File: src/sv/cpam_pkg.sv
// Shared types and constants for the correlator pair address map.
// No dependencies; every other file depends on this package.
`timescale 1ns / 1ps
`default_nettype none

package cpam_pkg;

    localparam int unsigned InWidth     = 10;
    localparam int unsigned CountWidth  = 10;
    localparam int unsigned TileWidth   = 20;
    localparam int unsigned PackedWidth = 21;
    localparam int unsigned CellWidth   = 18;

    localparam logic [CountWidth-1:0] CountReset = 10'd512;

    // Part of the packed buffer that a station pair falls into.
    typedef enum logic [1:0] {
        REGION_TOP,
        REGION_MID,
        REGION_BOT
    } cpam_region_t;

    // After decode: station halves, polarisations, effective count, check.
    typedef struct packed {
        logic [8:0] a0;
        logic [8:0] a1;
        logic       p0;
        logic       p1;
        logic [9:0] stations;
        logic       ok;
    } cpam_decode_t;

    // After the multiplier stage.
    typedef struct packed {
        logic [16:0]  tile_tri_prod;
        logic [7:0]   tile_col;
        logic [1:0]   quad;
        logic [19:0]  quad_prod;
        logic [18:0]  tri_size_prod;
        logic [19:0]  packed_prod;
        logic [8:0]   packed_col;
        logic [8:0]   half;
        cpam_region_t region;
        logic         p0;
        logic         p1;
        logic         ok;
    } cpam_product_t;

    // After the cell index sums.
    typedef struct packed {
        logic [CellWidth-1:0] tile_cell;
        logic [CellWidth-1:0] packed_cell;
        logic                 p0;
        logic                 p1;
        logic                 ok;
    } cpam_cell_t;

endpackage

`default_nettype wire

File: src/sv/cpam_cfg_if.sv
// Configuration write channel: station count word.
// Depends on cpam_pkg.
`timescale 1ns / 1ps
`default_nettype none

interface cpam_cfg_if;
    logic                              valid;
    logic                              ready;
    logic [cpam_pkg::CountWidth-1:0]   station_count;

    modport source (output valid, output station_count, input ready);
    modport sink   (input valid, input station_count, output ready);
endinterface

`default_nettype wire

File: src/sv/cpam_pair_if.sv
// Input channel: one pair of correlator input numbers per word.
// Depends on cpam_pkg.
`timescale 1ns / 1ps
`default_nettype none

interface cpam_pair_if;
    logic                           valid;
    logic                           ready;
    logic [cpam_pkg::InWidth-1:0]   first_input;
    logic [cpam_pkg::InWidth-1:0]   second_input;

    modport source (output valid, output first_input, output second_input, input ready);
    modport sink   (input valid, input first_input, input second_input, output ready);
endinterface

`default_nettype wire

File: src/sv/cpam_addr_if.sv
// Output channel: tile and packed word addresses plus valid flag.
// Depends on cpam_pkg.
`timescale 1ns / 1ps
`default_nettype none

interface cpam_addr_if;
    logic                               valid;
    logic                               ready;
    logic [cpam_pkg::TileWidth-1:0]     tile_word_address;
    logic [cpam_pkg::PackedWidth-1:0]   packed_word_address;
    logic                               pair_valid;

    modport source (output valid, output tile_word_address, output packed_word_address,
                    output pair_valid, input ready);
    modport sink   (input valid, input tile_word_address, input packed_word_address,
                    input pair_valid, output ready);
endinterface

`default_nettype wire

File: src/sv/cpam_decode.sv
// Stage 1: station count clamp, pair order and range check, field split.
// Depends on cpam_pkg.
`timescale 1ns / 1ps
`default_nettype none

module cpam_decode #(
    parameter int unsigned MAX_STATIONS = 512
) (
    input  wire logic                              clk,
    input  wire logic                              rst_n,
    input  wire logic [cpam_pkg::CountWidth-1:0]   station_count,
    input  wire logic                              in_valid,
    output      logic                              in_ready,
    input  wire logic [cpam_pkg::InWidth-1:0]      first_input,
    input  wire logic [cpam_pkg::InWidth-1:0]      second_input,
    output      logic                              out_valid,
    input  wire logic                              out_ready,
    output      cpam_pkg::cpam_decode_t            out_data
);
    import cpam_pkg::*;

    localparam logic [11:0] MaxRounded = 12'((MAX_STATIONS / 4) * 4);

    logic [CountWidth-1:0] count_floor;
    logic [CountWidth-1:0] stations;
    cpam_decode_t          data_next;
    cpam_decode_t          data_reg;
    logic                  valid_reg;

    always_comb
    begin
        count_floor = {station_count[CountWidth-1:2], 2'b00};
        stations    = ({2'b00, count_floor} > MaxRounded) ? MaxRounded[CountWidth-1:0]
                                                          : count_floor;
        data_next.a0       = first_input[InWidth-1:1];
        data_next.a1       = second_input[InWidth-1:1];
        data_next.p0       = first_input[0];
        data_next.p1       = second_input[0];
        data_next.stations = stations;
        data_next.ok       = (first_input <= second_input) &&
                             ({1'b0, second_input} < {stations, 1'b0});
    end

    assign in_ready  = !valid_reg || out_ready;
    assign out_valid = valid_reg;
    assign out_data  = data_reg;

    always_ff @(posedge clk or negedge rst_n)
    begin
        if (!rst_n)
        begin
            valid_reg <= 1'b0;
        end
        else if (in_ready)
        begin
            valid_reg <= in_valid;
        end
    end

    always_ff @(posedge clk)
    begin
        if (in_ready && in_valid)
        begin
            data_reg <= data_next;
        end
    end

endmodule

`default_nettype wire

File: src/sv/cpam_product.sv
// Stage 2: region choice and the four narrow products of the cell indices.
// Depends on cpam_pkg.
`timescale 1ns / 1ps
`default_nettype none

module cpam_product (
    input  wire logic                      clk,
    input  wire logic                      rst_n,
    input  wire logic                      in_valid,
    output      logic                      in_ready,
    input  wire cpam_pkg::cpam_decode_t    in_data,
    output      logic                      out_valid,
    input  wire logic                      out_ready,
    output      cpam_pkg::cpam_product_t   out_data
);
    import cpam_pkg::*;

    logic [8:0]    half;
    logic [9:0]    half_inc;
    logic [8:0]    delta;
    logic [8:0]    bot_row;
    logic [9:0]    bot_col;
    logic [8:0]    mid_col;
    logic [7:0]    tile_row;
    logic [8:0]    tile_row_inc;
    logic [9:0]    op_a;
    logic [9:0]    op_b;
    cpam_region_t  region;
    cpam_product_t data_next;
    cpam_product_t data_reg;
    logic          valid_reg;

    always_comb
    begin
        half         = in_data.stations[9:1];
        half_inc     = {1'b0, half} + 10'd1;
        delta        = in_data.a1 - in_data.a0;
        bot_row      = half - 9'd2 - in_data.a0;
        bot_col      = in_data.stations - 10'd1 - {1'b0, in_data.a1};
        mid_col      = half - delta;
        tile_row     = in_data.a1[8:1];
        tile_row_inc = {1'b0, tile_row} + 9'd1;

        if (delta > half)
        begin
            region = REGION_BOT;
        end
        else if (in_data.a1 < half)
        begin
            region = REGION_TOP;
        end
        else
        begin
            region = REGION_MID;
        end

        // one shared multiplier for the packed cell, operands by region
        case (region)
            REGION_BOT:
            begin
                op_a                 = {1'b0, bot_row};
                op_b                 = {1'b0, bot_row} + 10'd1;
                data_next.packed_col = bot_col[8:0];
            end
            REGION_TOP:
            begin
                op_a                 = {1'b0, in_data.a1};
                op_b                 = {1'b0, in_data.a1} + 10'd1;
                data_next.packed_col = in_data.a0;
            end
            default:
            begin
                op_a                 = {1'b0, in_data.a1 - half};
                op_b                 = half_inc;
                data_next.packed_col = mid_col;
            end
        endcase

        data_next.tile_tri_prod = 17'(tile_row) * 17'(tile_row_inc);
        data_next.tile_col      = in_data.a0[8:1];
        data_next.quad          = {in_data.a0[0], in_data.a1[0]};
        data_next.quad_prod     = 20'(half_inc) * 20'(in_data.stations);
        data_next.tri_size_prod = 19'(half_inc) * 19'(half);
        data_next.packed_prod   = 20'(op_a) * 20'(op_b);
        data_next.half          = half;
        data_next.region        = region;
        data_next.p0            = in_data.p0;
        data_next.p1            = in_data.p1;
        data_next.ok            = in_data.ok;
    end

    assign in_ready  = !valid_reg || out_ready;
    assign out_valid = valid_reg;
    assign out_data  = data_reg;

    always_ff @(posedge clk or negedge rst_n)
    begin
        if (!rst_n)
        begin
            valid_reg <= 1'b0;
        end
        else if (in_ready)
        begin
            valid_reg <= in_valid;
        end
    end

    always_ff @(posedge clk)
    begin
        if (in_ready && in_valid)
        begin
            data_reg <= data_next;
        end
    end

endmodule

`default_nettype wire

File: src/sv/cpam_cell.sv
// Stage 3: sums that form the tile and packed cell indices.
// Depends on cpam_pkg.
`timescale 1ns / 1ps
`default_nettype none

module cpam_cell (
    input  wire logic                      clk,
    input  wire logic                      rst_n,
    input  wire logic                      in_valid,
    output      logic                      in_ready,
    input  wire cpam_pkg::cpam_product_t   in_data,
    output      logic                      out_valid,
    input  wire logic                      out_ready,
    output      cpam_pkg::cpam_cell_t      out_data
);
    import cpam_pkg::*;

    logic [CellWidth-1:0] quad_size;
    logic [CellWidth-1:0] quad_term;
    logic [CellWidth-1:0] tri_size;
    logic [CellWidth-1:0] packed_tri;
    cpam_cell_t           data_next;
    cpam_cell_t           data_reg;
    logic                 valid_reg;

    always_comb
    begin
        quad_size  = in_data.quad_prod[19:2];
        tri_size   = in_data.tri_size_prod[18:1];
        packed_tri = in_data.packed_prod[18:1];

        // quadrant times quadrant size, shift and add
        case (in_data.quad)
            2'd0:    quad_term = '0;
            2'd1:    quad_term = quad_size;
            2'd2:    quad_term = {quad_size[CellWidth-2:0], 1'b0};
            default: quad_term = quad_size + {quad_size[CellWidth-2:0], 1'b0};
        endcase

        data_next.tile_cell = quad_term + 18'(in_data.tile_tri_prod[16:1])
                            + 18'(in_data.tile_col);

        case (in_data.region)
            REGION_TOP:
            begin
                data_next.packed_cell = packed_tri + 18'(in_data.packed_col);
            end
            REGION_MID:
            begin
                data_next.packed_cell = tri_size + in_data.packed_prod[CellWidth-1:0]
                                      + 18'(in_data.packed_col);
            end
            default:
            begin
                // counted back from the last cell of the buffer
                data_next.packed_cell = {tri_size[CellWidth-3:0], 2'b00}
                                      - 18'(in_data.half) - 18'd1 - packed_tri
                                      - 18'(in_data.packed_col);
            end
        endcase

        data_next.p0 = in_data.p0;
        data_next.p1 = in_data.p1;
        data_next.ok = in_data.ok;
    end

    assign in_ready  = !valid_reg || out_ready;
    assign out_valid = valid_reg;
    assign out_data  = data_reg;

    always_ff @(posedge clk or negedge rst_n)
    begin
        if (!rst_n)
        begin
            valid_reg <= 1'b0;
        end
        else if (in_ready)
        begin
            valid_reg <= in_valid;
        end
    end

    always_ff @(posedge clk)
    begin
        if (in_ready && in_valid)
        begin
            data_reg <= data_next;
        end
    end

endmodule

`default_nettype wire

File: src/sv/correlator_pair_address_map.sv
// Top level of the correlator pair address map: config register, stage chain, output register.
// Depends on cpam_pkg, cpam_*_if, cpam_decode, cpam_product, cpam_cell.
//
//  channel    dir  payload                                            word per cycle
//  ---------  ---  -------------------------------------------------  --------------
//  cfg        in   station_count (10 b)                               always ready
//  pairs      in   first_input, second_input (10 b each)              1
//  addresses  out  tile_word_address (20 b), packed_word_address      1
//                  (21 b), pair_valid
//
// One word per cycle while addresses is ready; each word passes the stages below in order.
// Stages: decode and check, products (shared packed multiplier), cell sums, output register.
// Each stage advances when it is empty or the stage after it moves, so a stall
// on addresses backs up stage by stage; no word is dropped or repeated.
// Reset clears the stage valid bits and loads station_count with 512.
`timescale 1ns / 1ps
`default_nettype none

module correlator_pair_address_map #(
    parameter int unsigned MAX_STATIONS = 512
) (
    input  wire logic  clk,
    input  wire logic  rst_n,
    cpam_cfg_if.sink   cfg,
    cpam_pair_if.sink  pairs,
    cpam_addr_if.source addresses
);
    import cpam_pkg::*;

    logic [CountWidth-1:0]  count_reg;

    logic                   dec_valid;
    logic                   dec_ready;
    cpam_decode_t           dec_data;
    logic                   prod_valid;
    logic                   prod_ready;
    cpam_product_t          prod_data;
    logic                   cell_valid;
    logic                   cell_ready;
    cpam_cell_t             cell_data;

    logic                   out_valid_reg;
    logic [TileWidth-1:0]   tile_reg;
    logic [TileWidth-1:0]   tile_next;
    logic [PackedWidth-1:0] packed_reg;
    logic [PackedWidth-1:0] packed_next;
    logic                   pair_valid_reg;

    // configuration: one register, always writable
    assign cfg.ready = 1'b1;

    always_ff @(posedge clk or negedge rst_n)
    begin
        if (!rst_n)
        begin
            count_reg <= CountReset;
        end
        else if (cfg.valid)
        begin
            count_reg <= cfg.station_count;
        end
    end

    cpam_decode #(
        .MAX_STATIONS (MAX_STATIONS)
    ) u_decode (
        .clk           (clk),
        .rst_n         (rst_n),
        .station_count (count_reg),
        .in_valid      (pairs.valid),
        .in_ready      (pairs.ready),
        .first_input   (pairs.first_input),
        .second_input  (pairs.second_input),
        .out_valid     (dec_valid),
        .out_ready     (dec_ready),
        .out_data      (dec_data)
    );

    cpam_product u_product (
        .clk       (clk),
        .rst_n     (rst_n),
        .in_valid  (dec_valid),
        .in_ready  (dec_ready),
        .in_data   (dec_data),
        .out_valid (prod_valid),
        .out_ready (prod_ready),
        .out_data  (prod_data)
    );

    cpam_cell u_cell (
        .clk       (clk),
        .rst_n     (rst_n),
        .in_valid  (prod_valid),
        .in_ready  (prod_ready),
        .in_data   (prod_data),
        .out_valid (cell_valid),
        .out_ready (cell_ready),
        .out_data  (cell_data)
    );

    // output stage: word address = cell * 4 + polarisation offset (tile),
    // cell * 8 + 2 * (2 * (p0 ^ p1) + p0) (packed); zeros when the pair is rejected
    always_comb
    begin
        if (cell_data.ok)
        begin
            tile_next   = {cell_data.tile_cell, cell_data.p1, cell_data.p0};
            packed_next = {cell_data.packed_cell, cell_data.p0 ^ cell_data.p1,
                           cell_data.p0, 1'b0};
        end
        else
        begin
            tile_next   = '0;
            packed_next = '0;
        end
    end

    assign cell_ready = !out_valid_reg || addresses.ready;

    always_ff @(posedge clk or negedge rst_n)
    begin
        if (!rst_n)
        begin
            out_valid_reg <= 1'b0;
        end
        else if (cell_ready)
        begin
            out_valid_reg <= cell_valid;
        end
    end

    always_ff @(posedge clk)
    begin
        if (cell_ready && cell_valid)
        begin
            tile_reg       <= tile_next;
            packed_reg     <= packed_next;
            pair_valid_reg <= cell_data.ok;
        end
    end

    assign addresses.valid               = out_valid_reg;
    assign addresses.tile_word_address   = tile_reg;
    assign addresses.packed_word_address = packed_reg;
    assign addresses.pair_valid          = pair_valid_reg;

`ifndef SYNTH
    // a rejected pair carries zero addresses
    assert property (@(posedge clk) disable iff (!rst_n)
        out_valid_reg && !pair_valid_reg |-> tile_reg == '0 && packed_reg == '0)
        else $error("rejected pair with non-zero address");

    // an empty output register means the whole chain can take a word
    assert property (@(posedge clk) disable iff (!rst_n)
        !out_valid_reg |-> pairs.ready)
        else $error("input stalled with empty output stage");

    // a word waiting in the cell stage is kept while the output is blocked
    assert property (@(posedge clk) disable iff (!rst_n)
        cell_valid && !cell_ready |=> cell_valid && $stable(cell_data))
        else $error("cell stage word lost under stall");

    // station count only changes on a configuration write
    assert property (@(posedge clk) disable iff (!rst_n)
        !cfg.valid |=> $stable(count_reg))
        else $error("station count changed without a write");
`endif

endmodule

`default_nettype wire
File: src/flat_wrapper.sv
// flat-port wrapper written by rule: the top's interface ports become plain ports
module correlator_pair_address_map_flat import cpam_pkg::*;
#(
    parameter int unsigned MAX_STATIONS = 512
)
  (clk, rst_n, cfg_valid, cfg_station_count, cfg_ready, pairs_valid, pairs_first_input, pairs_second_input, pairs_ready, addresses_valid, addresses_tile_word_address, addresses_packed_word_address, addresses_pair_valid, addresses_ready);
  cpam_cfg_if cfg_i ();
  cpam_pair_if pairs_i ();
  cpam_addr_if addresses_i ();
  input  wire logic clk;
  input  wire logic rst_n;
  input wire logic [$bits(cfg_i.valid)-1:0] cfg_valid;
  input wire logic [$bits(cfg_i.station_count)-1:0] cfg_station_count;
  output wire logic [$bits(cfg_i.ready)-1:0] cfg_ready;
  input wire logic [$bits(pairs_i.valid)-1:0] pairs_valid;
  input wire logic [$bits(pairs_i.first_input)-1:0] pairs_first_input;
  input wire logic [$bits(pairs_i.second_input)-1:0] pairs_second_input;
  output wire logic [$bits(pairs_i.ready)-1:0] pairs_ready;
  output wire logic [$bits(addresses_i.valid)-1:0] addresses_valid;
  output wire logic [$bits(addresses_i.tile_word_address)-1:0] addresses_tile_word_address;
  output wire logic [$bits(addresses_i.packed_word_address)-1:0] addresses_packed_word_address;
  output wire logic [$bits(addresses_i.pair_valid)-1:0] addresses_pair_valid;
  input wire logic [$bits(addresses_i.ready)-1:0] addresses_ready;
  assign cfg_i.valid = cfg_valid;
  assign cfg_i.station_count = cfg_station_count;
  assign cfg_ready = cfg_i.ready;
  assign pairs_i.valid = pairs_valid;
  assign pairs_i.first_input = pairs_first_input;
  assign pairs_i.second_input = pairs_second_input;
  assign pairs_ready = pairs_i.ready;
  assign addresses_valid = addresses_i.valid;
  assign addresses_tile_word_address = addresses_i.tile_word_address;
  assign addresses_packed_word_address = addresses_i.packed_word_address;
  assign addresses_pair_valid = addresses_i.pair_valid;
  assign addresses_i.ready = addresses_ready;
  correlator_pair_address_map #(.MAX_STATIONS(MAX_STATIONS)) u_core (.clk(clk), .rst_n(rst_n), .cfg(cfg_i), .pairs(pairs_i), .addresses(addresses_i));
endmodule
File: config.mk
export PLATFORM = sky130hd
export DESIGN_NAME = correlator_pair_address_map_flat
export DESIGN_NICKNAME = d
export VERILOG_FILES = /design/src/sv/cpam_pkg.sv /design/src/sv/cpam_cfg_if.sv /design/src/sv/cpam_pair_if.sv /design/src/sv/cpam_addr_if.sv /design/src/sv/cpam_decode.sv /design/src/sv/cpam_product.sv /design/src/sv/cpam_cell.sv /design/src/sv/correlator_pair_address_map.sv /design/src/flat_wrapper.sv
export SDC_FILE = /design/constraint.sdc
export NUM_CORES = 1
export LEC_CHECK = 0
export ABC_AREA = 1
export BUFFER_PORTS_ARGS = -buffer_cell sky130_fd_sc_hd__buf_2
export CORE_AREA = 2 2 204 287
export DETAILED_ROUTE_END_ITERATION = 12
export DIE_AREA = 0 0 206 289
export PLACE_DENSITY = 0.73
export SYNTH_ARGS = -nofsm -noshare
export SYNTH_HDL_FRONTEND = slang
export SYNTH_HIERARCHICAL = 1
export SYNTH_SLANG_ARGS = --single-unit
File: constraint.sdc
create_clock -name clk -period 8.4 [get_ports clk]
set_clock_uncertainty 0.2 [all_clocks]
set_input_delay 1.68 -clock clk [delete_from_list [all_inputs] [get_ports clk]]
set_output_delay 1.68 -clock clk [all_outputs]
set_load 0.01 [all_outputs]
# Yosys cells after proc, flatten, opt, wreduce, memory -nomap -nowiden
# Index checks and enable logic that the tools add are counted.
[word_totals] word_cells=91 in_bits=35 output_inout_bits=45 regBits=234
[classes] n_reduce_logical=16 n_lt_le_gt_ge=5 bitwise=1 mux=8 multipliers=4 n_eq_ne=4 n_addsub=21
[op_table] cell="18-bit one-hot mux with 3 select lines" count=1
[op_table] cell="9-bit subtractor" count=5
[op_table] cell="18-bit adder" count=2
[op_table] cell="18-bit by 9-bit adder with 18-bit output" count=2
[op_table] cell="18-bit one-hot mux with 2 select lines" count=1
[op_table] cell="9-bit one-hot mux with 2 select lines" count=2
[op_table] cell="18-bit by 9-bit subtractor with 18-bit output" count=2
[op_table] cell="9-bit by 1-bit adder with 10-bit output (second input constant)" count=3
[op_table] cell="10-bit by 10-bit multiplier with 20-bit output" count=1
[op_table] cell="10-bit one-hot mux with 2 select lines" count=1
[op_table] cell="10-bit by 9-bit multiplier with 19-bit output" count=1
[op_table] cell="9-bit by 10-bit multiplier with 19-bit output" count=1
[op_table] cell="18-bit by 16-bit adder with 18-bit output" count=1
[op_table] cell="18-bit by 8-bit adder with 18-bit output" count=1
[op_table] cell="18-bit by 1-bit subtractor with 18-bit output (second input constant)" count=1
[op_table] cell="18-bit subtractor" count=1
[op_table] cell="8-bit by 9-bit multiplier with 17-bit output" count=1
[op_table] cell="10-bit by 11-bit less-than comparator with 1-bit output" count=1
[op_table] cell="10-bit > comparator (second input constant)" count=1
[op_table] cell="10-bit less-or-equal comparator" count=1
[op_table] cell="10-bit 2-to-1 mux" count=1
[op_table] cell="8-bit by 1-bit adder with 9-bit output (second input constant)" count=1
[op_table] cell="9-bit > comparator" count=1
[op_table] cell="9-bit less-than comparator" count=1
[op_table] cell="other kinds (11)" count=25

# Longest topological paths before layout
# Gate-level depths: netlist of the first run.
[logic_depth] ltp_word=6 depth_mapped=46 depth_no_buf=45

# Modules after synthesis
# The synthesis of the first run kept the hierarchy.
[modules_own_cells] mod="cpam_product" seq_area_each_um2=3238.1 instances=1 cells_each=1696 area_each_um2=14928.1
[modules_own_cells] mod="cpam_cell" seq_area_each_um2=1196.1 instances=1 cells_each=1020 area_each_um2=7083.0
[modules_own_cells] mod="correlator_pair_address_map" seq_area_each_um2=1477.7 instances=1 cells_each=177 area_each_um2=1990.7
[modules_own_cells] mod="cpam_decode" seq_area_each_um2=895.9 instances=1 cells_each=124 area_each_um2=1435.1

# Least setup slack after synthesis of the first run
# OpenSTA, ideal clock, no wires.
[synth_timing] path_kind="reg-to-reg" startpoint="reg u_core.u_decode.data_reg (netlist bit u_core/u_decode/out_data[14])" endpoint="reg u_core.u_product.data_reg (netlist bit u_core/u_product/out_data[40]) (data pin)" period_less_slack_ns=8.084 stages_incl_launch_ff=42 n_path_buf=1 arrival_ns=7.625 setup_time_ns=0.259 required_time_ns=7.941 setup_slack_ns=0.316 path_cell_list="edfxtp_1 inv_1 fa_1 o21ai_0 a21oi_1 o21ai_0 a21o_1 a21oi_1 xor2_1 ha_1 a21o_1 nor2_1 nand3_4 nand2_8 buf_8 nand2_2 o21ai_2 ha_1 (+6 left out) nor2_1 fa_1 inv_1 fa_1 inv_1 fa_1 inv_1 fa_1 inv_1 ha_1 nand2_1 inv_1 a21oi_1 o21ai_0 a21boi_0 o21ai_0 a21oi_1 xnor2_1"
[synth_lines] item="from (decl)" line_no="cpam_decode.sv:27" source="cpam_decode_t data_reg;"
[synth_lines] item="from (signal assigned)" line_no="cpam_decode.sv:64" source="data_reg <= data_next;"
[synth_lines] item="to (signal assigned)" line_no="cpam_product.sv:112" source="data_reg <= data_next;"
[synth_lines] item="to (decl)" line_no="cpam_product.sv:30" source="cpam_product_t data_reg;"

==> impl_results.md, run 1 <==
* Status: finished clean
* Die Height at 289 um
* Row count at about 100
* # Max-Cap Violations at 0
* Fmax at about 130 MHz
* Slowest Stage Delay on Critical Path at between 500 and 600 ps
* CTS Buffer Depth at 3
* Largest net degree at the start of global routing at 66
* DRT antenna net count at 0
* Commonest non-fill, non-tap cell in the layout: inv_1
* Setup_tns at 0 ps
* Multi-input gate area at approximately 16000 um^2
* Final Hold Fails at 0
* GRT Util Overall at 21.7%
* Final WL at around 64000 um
* Top Ports at 80
* WL/cell at roughly 16 um
* Number of diodes at 0
* Final RePlAce weighted congestion at around 0.96
* Skew-Pair Late Insertion Delay at 570 ps
* CTS Sinks at between 200 and 250
* Root Buffer: clkbuf_16
* Die X at 206 um
* Min cycle time layout at 7900 ps
* Slew margin rel. at 32.0%
* Most frequent CP cell: nand2_1
* Highest-delay cell along the critical path: fa_1
* # fillers at between 5k and 6k
* First-pass GRT wire length at 102000 um
* DR vias at 20.2k
* Port bufs at 75
* Most frequent cells in the layout: inv_1 (634), nand2_1 (608), ha_1 (314), edfxtp_1 (212), fa_1 (212)
* Core area at 57000 um^2
* Ratio of cells with drive above 1 in the final layout at 8.46%
* Mapped cell area at 25200 um^2
* Period utilization at roughly 94%
* CP Capture Type: flop
* Crit Path Max Fanout at 22
* Register area at ~6700 um^2
* Syn avg cell area at 8.42 um^2
* Critical path arrival at ~8000 ps
* Number of DRC markers in iteration 0 at 1176
* Nets at 3679
* TritonCTS clock tree: done
* Max FFs per register at ~100
* Post-DP HPWL at 53100 um
* Die area at 59500 um^2
* Clock transition at the registers of the reported paths at 70 ps
* Overflow after GRT at 0
* Setup WS post-layout at just over 500 ps
* Synth warnings at 6
* Dpl ws at roughly 18 ps
* Hold-fix buffers at CTS at 0
* Cells after Synth at 2988
* DP Area at 26700 um^2
* Total CTS buffers at 25
* CP Launch Type: flop
* H-Tree Depth at 1
* Critical path type: reg -> reg
* Antenna violations before repair at 0
* P&R area growth vs syn at 9.90%
* Setup violators final at 0
* Hold Path Class: reg -> reg
* Number of global-route vias before repair at 20.3k
* Initial core utilization at 44.1%
* Vias/cell at 5.21
* Critical Path RT at 8500 ps
* Worst slew pin tran at 1010 ps
* Pre-Repair DR Iteration Count at 5
* Slew Limit Fails at 0
* Post-route cell area at between 20000 and 30000 um^2
* DRC Markers at 0
## worst max-delay path: cells and delay by family, from the launching register on
family                     cells  cell delay (ps)
adders and majority gates      8             3270
AOI/OAI and AO/OA             10             1390
and+or+nand+nor               12             1160
buffers and inverters          8              940
DFF                            1              350
xor gates and xnor gates       2              300
## cell type report
type                            instances  share of cell area, %
Sequential cell                       224                   24.1
Multi-Input combinational cell       2088                   57.8
Tap cell                              742                   3.36
Clock buffer                           26                   2.28
Inverter                              644                   8.75
Timing Repair Buffer                  133                   2.93
Clock inverter                         19                  0.733
## routing by layer
layer / share of wire, % / GRT usage [%]
met1: 37 / 23.6
met4: 6.8 / 13.0
met2: 52 / 40.2
met5: 0 / 0
met3: 5.0 / 2.69
## final timing paths
kind	startpoint	endpoint	slack (ps)	depth (start not counted)
setup / recovery	u_core/u_decode/out_data[13]$_DFFE_PP_	u_core/u_product/out_data[41]$_DFFE_PP_	500	40
hold / removal	u_core/u_decode/out_data[12]$_DFFE_PP_	u_core/u_product/out_data[2]$_DFFE_PP_	220	0
setup reg to reg	u_core/u_decode/out_data[13]$_DFFE_PP_	u_core/u_product/out_data[41]$_DFFE_PP_	500	40
hold reg to reg	u_core/u_decode/out_data[12]$_DFFE_PP_	u_core/u_product/out_data[2]$_DFFE_PP_	220	0
max in group asynchronous	rst_n	u_core/count_reg[9]$_DFFE_PN1P_	6900	1
min in group asynchronous	rst_n	u_core/u_decode/out_valid$_DFFE_PN0N_	800	1
## per-stage QoR
step	hold WS, ps	std cells	utilization (%)
floorplan	200	2989	-
global placement	203	3825	46.8
detailed placement	205	3825	46.8
CTS	220	3870	48.3
global route	244	3876	48.5
finish	220	3876	48.5
## repair_timing
action	4_1_cts	5_1_grt
gates resized for setup	2	28
endpoints found under the setup margin	3	9
pin swaps	0	8
buffers inserted	0	6
cloned	0	0
Power of run 1 is left out: the tool's default activity adds up to more than one toggle a clock period on the data nets, which glitch-free logic cannot reach.
==> inputs of run 2 (changes only) <==
--- a/config.mk
+++ b/config.mk
@@ -5,12 +5,13 @@
 export SDC_FILE = /design/constraint.sdc
 export NUM_CORES = 1
 export LEC_CHECK = 0
-export ABC_AREA = 1
 export BUFFER_PORTS_ARGS = -buffer_cell sky130_fd_sc_hd__buf_2
-export CORE_AREA = 2 2 204 287
+export CAP_MARGIN = 20
+export CORE_AREA = 2 2 202 283
 export DETAILED_ROUTE_END_ITERATION = 12
-export DIE_AREA = 0 0 206 289
+export DIE_AREA = 0 0 204 285
 export PLACE_DENSITY = 0.73
+export SKIP_CTS_REPAIR_TIMING = 1
 export SYNTH_ARGS = -nofsm -noshare
 export SYNTH_HDL_FRONTEND = slang
 export SYNTH_HIERARCHICAL = 1
==> run 2 against run 1 <==
The flow now finishes with violations (negative setup slack). Final area fell by 1.2%. Critical path depth did not move. Largest cell class unchanged. Register-to-register slack worse by 510 ps. Critical endpoint is now u_core/u_product/out_data[40]$_DFFE_PP_. Fmax decreased by 6.0%. Non-clock buffer count rose by 25. Die area down 2.3%. Critical path type unchanged. Via count fell by 9.8%. Flip-flop and latch count unchanged. Routed wire length down 6.0%. Sequential share of layout area rose by 0.29 points.
==> impl_results.md, run 2 <==
* Nets at 3179 (-14%)
* Pre-Repair DR Iteration Count at 5 (unchanged)
* Crit Path Max Fanout at 4 (-82%)
* Hold Path Class: reg -> reg
* Mapped cell area at 24500 um^2 (-2.5%)
* Failing checks: negative setup slack
* CTS Sinks at 224 (unchanged)
* Max FFs per register at 104 (unchanged)
* Most frequent cells in the layout: inv_1 (391), ha_1 (305), edfxtp_1 (212), fa_1 (210), nor2_1 (190)
* DP Area at 26200 um^2 (-2.0%)
* WL/cell at 17.8 um (+8.2%)
* Final WL at 59900 um (-6.0%)
* Die Height at 285 um (-1.4%)
* Final RePlAce weighted congestion at 0.939 (-2.0%)
* Post-route cell area at 27300 um^2 (-1.2%)
* Number of global-route vias before repair at 18.9k (-6.9%)
* P&R area growth vs syn at 11.4%
* Crit path max-delay family: adder cells
* CP Capture Type: flop
* Critical path arrival at 8470 ps (+480 ps)
* Top Ports at 80 (unchanged)
* Slew margin rel. at 32.4% (+0.37 points)
* Commonest non-fill, non-tap cell in the layout: inv_1
* Status: finished, violations left
* Syn avg cell area at 9.89 um^2 (+17%)
* Highest-delay cell along the critical path: fa_1
* Unrepaired setup endpoints after global routing: yes
* Setup violators final at 1 (+1)
* Number of diodes at 0 (unchanged)
* Die X at 204 um (-0.97%)
* DRT antenna net count at 0 (unchanged)
* Core area at 55900 um^2 (-1.9%)
* Ratio of cells with drive above 1 in the final layout at 11.8% (+3.3 points)
* Post-DP HPWL at 49200 um (-7.3%)
* Period utilization at 100% (+6.0 points)
* Final Util at 48.8% (+0.33 points)
* Initial core utilization at 43.9% (-0.29 points)
* H-Tree Depth at 1 (unchanged)
* Slowest Stage Delay on Critical Path at 530 ps (-30 ps)
* Largest net degree at the start of global routing at 69 (+4.5%)
* CP Launch Type: flop
* Worst slew pin tran at 1010 ps (+3.70 ps)
* CP Buf/Inv Count at 5 (-3)
* Setup_tns at -0.902 ps (-0.902 ps)
* First-pass GRT wire length at 94900 um (-6.8%)
* Total CTS buffers at 23 (-8.0%)
* Port bufs at 75 (unchanged)
* Slew Limit Fails at 0 (unchanged)
* Root Buffer: clkbuf_16
* Final Hold Fails at 0 (unchanged)
* Critical path type: reg -> reg
* Die area at 58100 um^2 (-2.3%)
* Fmax at 119 MHz (-6.0%)
* DR vias at 18.2k (-9.8%)
* TritonCTS clock tree: done
* Setup WS post-layout at -0.902 ps (-505 ps)
* CTS Buffer Depth at 3 (unchanged)
* Antenna violations before repair at 0 (unchanged)
* Cells after Synth at 2481 (-17%)
* Row count at 103 (-0.96%)
* Skew-Pair Late Insertion Delay at 560 ps (about the same)
* Overflow after GRT at 0 (unchanged)
* Hold Slack at 220 ps (+0.265 ps)
* DRC Markers at 0 (unchanged)
* Critical Path RT at 8470 ps (-30 ps)
* Most frequent CP cell: fa_1
* # Max-Cap Violations at 0 (unchanged)
* Synth warnings at 6 (unchanged)
* Min cycle time layout at 8400 ps (+505 ps)
* Clock transition at the registers of the reported paths at 60 ps (about the same)
* Vias/cell at 5.40 (+3.8%)
* Number of DRC markers in iteration 0 at 1103 (-6.2%)
* GRT Util Overall at 20.5% (-1.2 points)
## run 2: final timing paths
check / startpoint / end / slack [ps] / depth (start not counted)
worst max-delay path: u_core/u_decode/out_data[22]$_DFFE_PP_ / u_core/u_product/out_data[40]$_DFFE_PP_ / -0.9 / 40
worst min-delay path: u_core/u_decode/out_data[11]$_DFFE_PP_ / u_core/u_product/out_data[1]$_DFFE_PP_ / 220 / 0
min in group asynchronous: rst_n / u_core/u_product/out_valid$_DFFE_PN0N_ / 840 / 1
max in group asynchronous: rst_n / u_core/count_reg[9]$_DFFE_PN1P_ / 6860 / 1
worst min register to register: u_core/u_decode/out_data[11]$_DFFE_PP_ / u_core/u_product/out_data[1]$_DFFE_PP_ / 220 / 0
worst max register to register: u_core/u_decode/out_data[22]$_DFFE_PP_ / u_core/u_product/out_data[40]$_DFFE_PP_ / -0.9 / 40
## run 2: metal layers
metal  vias to the layer above  share of wire [%]  global-route usage (%)
met4                         0                6.1                    11.2
met1                      8891                 38                    22.9
li1                       8616                  -                       -
met5                         -                  0                       0
met2                       502                 52                    38.4
met3                       188                3.9                    1.66
## run 2: metrics by stage
stage          std cells  setup slack, ps
2_1_floorplan       2482              112
3_3_place_gp        3319            -54.8
3_5_place_dp        3319             -310
4_1_cts             3360             -333
5_1_grt             3367             -385
6_report            3367           -0.902
## run 2: area by class of cell
type	count	area (um^2)
sequential	224	6670
fill	5100	28600
tap	735	920
clock inverter	17	188
timing repair buffer	158	1020
clock buffer	24	579
inverter	406	1520
multi-input combinational	1803	16400
## run 2: worst reg2reg max path: cells and delay by family (launching register included)
| kind | cells | cell delay (ps) |
|---|---|---|
| DFF | 1 | 430 |
| AOI/OAI and AO/OA | 13 | 1850 |
| muxes | 1 | 240 |
| buffers and inverters | 5 | 450 |
| and+or+nand+nor | 9 | 1230 |
| xor gates and xnor gates | 3 | 360 |
| adders and majority gates | 9 | 3360 |
Power of run 2 is left out for the same reason.
==> inputs of run 3 (changes only) <==
--- a/config.mk
+++ b/config.mk
@@ -7,10 +7,12 @@
 export LEC_CHECK = 0
 export BUFFER_PORTS_ARGS = -buffer_cell sky130_fd_sc_hd__buf_2
 export CAP_MARGIN = 20
-export CORE_AREA = 2 2 202 283
+export CELL_PAD_IN_SITES_DETAIL_PLACEMENT = 0
+export CELL_PAD_IN_SITES_GLOBAL_PLACEMENT = 1
+export CORE_AREA = 2 2 218 263
 export DETAILED_ROUTE_END_ITERATION = 12
-export DIE_AREA = 0 0 204 285
-export PLACE_DENSITY = 0.73
+export DIE_AREA = 0 0 220 265
+export PLACE_DENSITY = 0.86
 export SKIP_CTS_REPAIR_TIMING = 1
 export SYNTH_ARGS = -nofsm -noshare
 export SYNTH_HDL_FRONTEND = slang
==> run 3 against run 2 <==
The run now ends clean. Critical path depth down 1. Clock-buffer cell count up 9. Utilization up 0.77 points. Final cell count up 0.36%. Final area up 1.0%. Via count down 0.68%.
==> impl_results.md, run 3 (synthesis gave the netlist of run 2 again) <==
* Top Ports at 80 (unchanged)
* Critical path type: reg -> reg
* Number of DRC markers in iteration 0 at 850 (-23%)
* Min-Delay Startpoint: u_core/u_product/out_data[0]$_DFFE_PP_
* CP startpoint: u_core/u_decode/out_data[22]$_DFFE_PP_
* # fillers at 5074 (-0.51%)
* Critical path arrival at 8400 ps (-70 ps)
* Reg2reg setup slack at 100 ps (+100 ps)
* Initial core utilization at 44.1% (+0.24 points)
* Most frequent cells in the layout: inv_1 (385), ha_1 (302), edfxtp_1 (212), fa_1 (209), nor2_1 (193)
* Die Height at 265 um (-7.0%)
* Hold Slack at 227 ps (+6.54 ps)
* Crit Path Max Fanout at 4 (unchanged)
* Worst slew pin tran at 1070 ps (+57.6 ps)
* Min cycle time layout at 8300 ps (-97.3 ps)
* Die area at 58300 um^2 (+0.28%)
* Post-DP HPWL at 48100 um (-2.3%)
* Highest-delay cell along the critical path: fa_1
* Most frequent CP cell: fa_1
* Number of global-route vias before repair at 18.7k (-0.94%)
* Slowest Stage Delay on Critical Path at 550 ps (+20 ps)
* Commonest non-fill, non-tap cell in the layout: inv_1
* Pre-Repair DR Iteration Count at 7 (+2)
* Multi-input gate area at 16500 um^2 (+0.33%)
* Register area at 6670 um^2 (unchanged)
* Core area at 55600 um^2 (-0.54%)
* Row count at 95 (-7.8%)
* H-Tree Depth at 1 (unchanged)
* Unrepaired setup endpoints after global routing: yes
* DRC Markers at 0 (unchanged)
* Vias/cell at 5.35 (-1.0%)
* Port bufs at 75 (unchanged)
* Final Hold Fails at 0 (unchanged)
* Antenna violations before repair at 0 (unchanged)
* Nets at 3195 (+0.50%)
* # Max-Cap Violations at 0 (unchanged)
* Worst r2r src: u_core/u_decode/out_data[22]$_DFFE_PP_
* DRT antenna net count at 0 (unchanged)
* Final WL at 59300 um (-1.0%)
* Hold Path Class: reg -> reg
* TritonCTS clock tree: done
* P&R area growth vs syn at 12.5%
* Setup_tns at 0 ps (+0.902 ps)
* Setup violators final at 0 (-1)
* Total CTS buffers at 26 (+13%)
* CTS Sinks at 224 (unchanged)
* Fmax at 120 MHz (+1.2%)
* Max FFs per register at 104 (unchanged)
* Skew-Pair Late Insertion Delay at 560 ps (about the same)
* CP Capture Type: flop
* WL/cell at 17.5 um (-1.4%)
* Status: finished clean
* First-pass GRT wire length at 95700 um (+0.83%)
* Clock transition at the registers of the reported paths at 60 ps (about the same)
* Die X at 220 um (+7.8%)
* Root Buffer: clkbuf_16
* Critical Path RT at 8500 ps (+30 ps)
* Slew Limit Fails at 0 (unchanged)
* Overflow after GRT at 0 (unchanged)
* CP Launch Type: flop
* GRT Util Overall at 20.7% (+0.12 points)
* Slew margin rel. at 28.6% (-3.8 points)
* Final RePlAce weighted congestion at 0.920 (-2.0%)
* Number of diodes at 0 (unchanged)
* CTS Buffer Depth at 3 (unchanged)
* DR vias at 18.1k (-0.68%)
* Ratio of cells with drive above 1 in the final layout at 12.9% (+1.1 points)
* Period utilization at 98.9% (-1.2 points)
* Largest net degree at the start of global routing at 86 (+25%)
[run 3: changes by cell type in the layout (fill, tap and decap cells not counted), moves of 4 or more]
cell      previous run  this run
a21oi_2              6        10
buf_4               78        93
clkbuf_1             1         5
inv_1              391       385
inv_2                9        14
nor3_2               4         8
[run 3: per-stage QoR]
stage               cell area, um^2  cells  setup WS [ps]  util [%]
floorplan                     24500   2482            112         -
global placement              26200   3322          -26.6      47.2
detailed placement            26200   3322           -206      47.2
CTS                           27100   3370           -256      48.8
global route                  27600   3379           -229      49.6
finish                        27600   3379           96.4      49.6
[run 3: path summary, 6_finish.rpt]
| check | to | cells past startpoint |
|---|---|---|
| max in group asynchronous | u_core/count_reg[9]$_DFFE_PN1P_ | 1 |
| worst max-delay path | u_core/u_product/out_data[40]$_DFFE_PP_ | 39 |
| min in group asynchronous | u_core/addresses.valid$_DFFE_PN0P_ | 1 |
| worst min register to register | u_core/u_cell/out_data[0]$_DFFE_PP_ | 0 |
| worst min-delay path | u_core/u_cell/out_data[0]$_DFFE_PP_ | 0 |
| worst max register to register | u_core/u_product/out_data[40]$_DFFE_PP_ | 39 |
[run 3: cell type report]
| type | count | share of cell area [%] |
|---|---|---|
| Clock inverter | 15 | 0.771 |
| Multi-Input combinational cell | 1803 | 59.7 |
| Inverter | 406 | 5.53 |
| Clock buffer | 33 | 2.53 |
| Timing Repair Buffer | 171 | 4.01 |
| Tap cell | 727 | 3.30 |
| Sequential cell | 224 | 24.2 |
[run 3: worst max-delay path, delay by kind of cell, from the launching register on]
family / cells / cell delay (ps)
adders and majority gates: 9 / 3380
AOI/OAI and AO/OA: 12 / 1780
and+or+nand+nor: 10 / 1530
DFF: 1 / 440
xor gates and xnor gates: 3 / 390
buffers and inverters: 4 / 190
muxes: 1 / 100
[run 3: metal layers]
layer	up-vias	track usage [%]	share of wire (%)
met2	422	37.3	51
li1	8662	-	-
met5	-	0	0
met4	0	7.44	3.5
met1	8874	25.0	41
met3	116	2.55	4.4
Power of run 3 is left out for the same reason.
